**src/hw/rtl/lz78se_pkg.sv**
```systemverilog
// Shared types and constants of the LZ78 stream encoder.
// No dependencies; imported by every module of the encoder.
`default_nettype none
package lz78se_pkg;
	localparam int DictDepth = 4096;
	localparam int IdxW      = 12;
	localparam int CntW      = 13;
	localparam int ByteW     = 8;
	localparam logic [CntW-1:0] LimitReset = CntW'(255);
	localparam logic [CntW-1:0] IndexSpan  = CntW'(4096);

	typedef struct packed {
		logic             last;
		logic [ByteW-1:0] data;
	} item_t;

	typedef struct packed {
		logic [IdxW-1:0]  index;
		logic [ByteW-1:0] byte_val;
		logic             last;
	} token_t;

	typedef struct packed {
		logic            busy;
		logic [CntW-1:0] entry_count;
	} core_status_t;
endpackage
`default_nettype wire

```
**src/hw/rtl/lz78se_queue.sv**
```systemverilog
// Two-entry input queue between the stream port and the search engine.
// Depends on lz78se_pkg for the item type.
`default_nettype none
module lz78se_queue import lz78se_pkg::*; (
	input  wire   clk,
	input  wire   arst_n,
	input  wire   push,
	input  item_t push_item,
	output logic  full,
	input  wire   pop,
	output item_t pop_item,
	output logic  empty
);
	item_t      slot_q [2];
	logic       wr_ptr_q, rd_ptr_q;
	logic [1:0] fill_q;

	assign full     = (fill_q == 2'd2);
	assign empty    = (fill_q == 2'd0);
	assign pop_item = slot_q[rd_ptr_q];

	always_ff @(posedge clk) begin
		if (push && !full) begin
			slot_q[wr_ptr_q] <= push_item;
		end
	end

	always_ff @(posedge clk or negedge arst_n) begin
		if (!arst_n) begin
			wr_ptr_q <= 1'b0;
			rd_ptr_q <= 1'b0;
			fill_q   <= 2'd0;
		end else begin
			if (push && !full) begin
				wr_ptr_q <= ~wr_ptr_q;
			end
			if (pop && !empty) begin
				rd_ptr_q <= ~rd_ptr_q;
			end
			case ({push && !full, pop && !empty})
				2'b10:   fill_q <= fill_q + 2'd1;
				2'b01:   fill_q <= fill_q - 2'd1;
				default: fill_q <= fill_q;
			endcase
		end
	end
endmodule
`default_nettype wire

```
**config.mk**
```make
export PLATFORM = sky130hd
export DESIGN_NAME = lz78se_queue
export DESIGN_NICKNAME = d
export VERILOG_FILES = /design/src/hw/rtl/lz78se_pkg.sv /design/src/hw/rtl/lz78se_queue.sv
export SDC_FILE = /design/constraint.sdc
export NUM_CORES = 1
export LEC_CHECK = 0
export BUFFER_PORTS_ARGS = -buffer_cell sky130_fd_sc_hd__buf_2
export CAP_MARGIN = 15
export CORE_MARGIN = 1
export CORE_UTILIZATION = 44
export DETAILED_ROUTE_END_ITERATION = 6
export PLACE_DENSITY = 0.78
export SLEW_MARGIN = 0
export SYNTH_ARGS = -nofsm -noshare
export SYNTH_HDL_FRONTEND = slang
export SYNTH_SLANG_ARGS = --single-unit
```
**constraint.sdc**
```tcl
create_clock -name clk -period 1.5 [get_ports clk]
set_clock_uncertainty 0.2 [all_clocks]
set_input_delay 0.225 -clock clk [delete_from_list [all_inputs] [get_ports clk]]
set_output_delay 0.225 -clock clk [all_outputs]
set_load 0.02 [all_outputs]
```
==> impl_metrics.yaml <==
timing:
  setup_ws_ps: -227
  min_period_ps: 1730
  max_freq_ghz: 0.579
  worst_pin_slew_ps: 230
  hold-worst-slack_ps: 40.1
  maxSlewViolCount: 0
  hold_violations: 0
  slew_headroom: 0.847
  rsz0062_at_grt: "true"
  period_share: 1.15
  setup_viol: 15
critical_path:
  ff2ff_path_depth: 7
  setup.worst_path.start: "rd_ptr_q$_DFFE_PN0P_"
  crit_required_ps: 1070
  rr_endpoint: "fill_q[1]$_DFFE_PN0P_"
  worstPathArrival_ps: 1300
  endpoint: "pop_item[3]"
  end_kind: "output port"
  r2r_start: "fill_q[0]$_DFFE_PN0P_"
  crit_fanout: 5
  cp-start-kind: "flop"
  rrSetupSlack_ps: -40
  worstSetupPathType: "flop to output port"
routing:
  dr.pass1.iters: 2
  vias: 524
  drt_wl_total_um: 1560
  wl_per_cell_um: 13.3
  drc: 0
  first_iter_violations: 3
  vias_per_cell: 4.48
  ant_nets: 0
yosys:
  synth_cell_type_count: 13
  yosys_warnings: 0
  synth_area_leaders: "edfxtp_1 (64%), mux2_2 (12%), dfrtp_1 (12%)"
  syn_area_um2: 843
  netlist_instances: 46
  synth_top_cell_area_share: 0.641
  synth_fp_nets: 60
  synth_area_leader_cell: "edfxtp_1"
  synth_sequential_area_ratio: 0.760
  synth-seq-cells: 22
  avgSynthCellArea_um2: 18.3
floorplan:
  ios: 24
  start_util: 0.478
  die_h_um: 45.8
  core_um2: 1760
  die_area_um2: 2100
  rows: 15
  fp.dieW_um: 45.8
layout:
  final_common_cell: "edfxtp_1"
  n_antenna_cell: 0
  fin_area_um2: 1360
  fin_cells: 117
  area_delta_synth_final_pct: 61.3
  mostFrequentLayoutCells: "edfxtp_1 (18), buf_6 (16), buf_2 (12)"
  final_nets: 107
  drive_gt1_frac: 0.620
  fill_cells: 111
clock_network:
  htreeDepth: 1
  clk_latency_ps: 290
  clock-root-buffer: "clkbuf_4"
  cts_made_buffers: 3
  clk_pin_slew_ps: 110
  clockBufferDepth: 2
  clock_sinks: 22
  cts_tree: "done"
placement:
  place_area_um2: 1050
  dpl.cell_count: 99
  portBuffers: 23
  globalplace.congestion: 0.621
grt:
  grt_pass1_wl_um: 2230
  overflow: 0
  grt_usage: 0.161
  grt_max_degree: 13
  antenna_found_initial: 0
  grt_pass1_vias: 495
pwr:
  p_per_area_nw_per_um2: 1930
  p_leak_nw: 0.547
  ir_drop_v: 0.00153
min_path:
  hold_path_class: "input port to async pin"
status:
  violations: "negative setup slack"
  status: "finished, violations left"
run:
  maxCapViolCount: 0
per-layer routing:
| metal | vias to the layer above | routed length (um) | GRT usage |
|---|---|---|---|
| met4 | 0 | 17 | 0.0706 |
| met2 | 13 | 866 | 0.286 |
| li1 | 258 | - | - |
| met5 | - | 0 | 0 |
| met1 | 251 | 646 | 0.194 |
| met3 | 2 | 30 | 0.0238 |
logic make-up (layout without fill, tap and decap cells):
group | Yosys count | after routing | synth area share
flops | 22 | 22 | 0.760
mux | 9 | 9 | 0.120
simple gates | 7 | 7 | 0.0430
xor+xnor | 5 | 5 | 0.0519
buf+inv | 2 | 48 | 0.0104
fa+ha+maj | 1 | 1 | 0.0148
Yosys cell counts, drive strengths merged:
cell type,instances
and3,1
buf,1
dfrtp,4
edfxtp,18
ha,1
inv,1
mux2,9
nand2,1
nand2b,1
nor2,3
nor2b,1
xnor2,3
xor2,2
registers in the layout, indices dropped and copies added (netlist names):
register  count
fill_q        2
rd_ptr_q      1
slot_q       18
wr_ptr_q      1
stage by stage:
stage / TNS (ps) / setup slack, ps / util / power, W
2_1_floorplan: -112 / -26.6 / - / 0.00153
3_3_place_gp: -512 / -50.3 / 0.596 / 0.00185
3_5_place_dp: -816 / -48.4 / 0.596 / 0.00186
4_1_cts: -1870 / -209 / 0.748 / 0.00253
5_1_grt: -2910 / -265 / 0.771 / 0.00276
6_report: -2030 / -227 / 0.771 / 0.00263
worst max-delay path, stage by stage, from the launching register on:
cell and delay [ps]:
dfrtp_2 390, buf_6 120, mux2_2 350, buf_6 140
area by class of cell:
type / count / area (um2) / share of cell area
Sequential cell: 22 / 643 / 0.473
Inverter: 1 / 3.75 / 0.00276
Multi-Input combinational cell: 22 / 248 / 0.182
Tap cell: 25 / 31.3 / 0.0230
Clock buffer: 4 / 26.3 / 0.0193
Timing Repair Buffer: 43 / 408 / 0.300
report_power, final:
part / internal (W) / switching [W] / leakage, nW
combinational: 0.000802 / 0.000616 / 0.320
clock: 0.000104 / 0.000158 / 0.0150
sequential: 0.000858 / 0.0000908 / 0.212
timing repair:
| item | 4_1_cts | 5_1_grt |
|---|---|---|
| pin swaps | 2 | 0 |
| buffers inserted | 3 | 0 |
| resized for setup | 35 | 4 |
| endpoints found under the setup margin | 29 | 21 |
| cloned | 0 | 1 |
| hold buffers | 10 | 0 |
| endpoints found under the hold margin | 22 | 0 |
worst min-delay path by stage:
stage | start | end | slack [ps] | cells past startpoint
3_5_place_dp | arst_n | rd_ptr_q$_DFFE_PN0P_ | -160 | 1
2_1_floorplan | arst_n | fill_q[0]$_DFFE_PN0P_ | -270 | 0
5_1_grt | arst_n | wr_ptr_q$_DFFE_PN0N_ | 40 | 2
3_3_place_gp | arst_n | rd_ptr_q$_DFFE_PN0P_ | -160 | 1
6_report | arst_n | fill_q[0]$_DFFE_PN0P_ | 40 | 2
4_1_cts | arst_n | fill_q[1]$_DFFE_PN0P_ | 40 | 2
(Power assumes the default switching activity.)
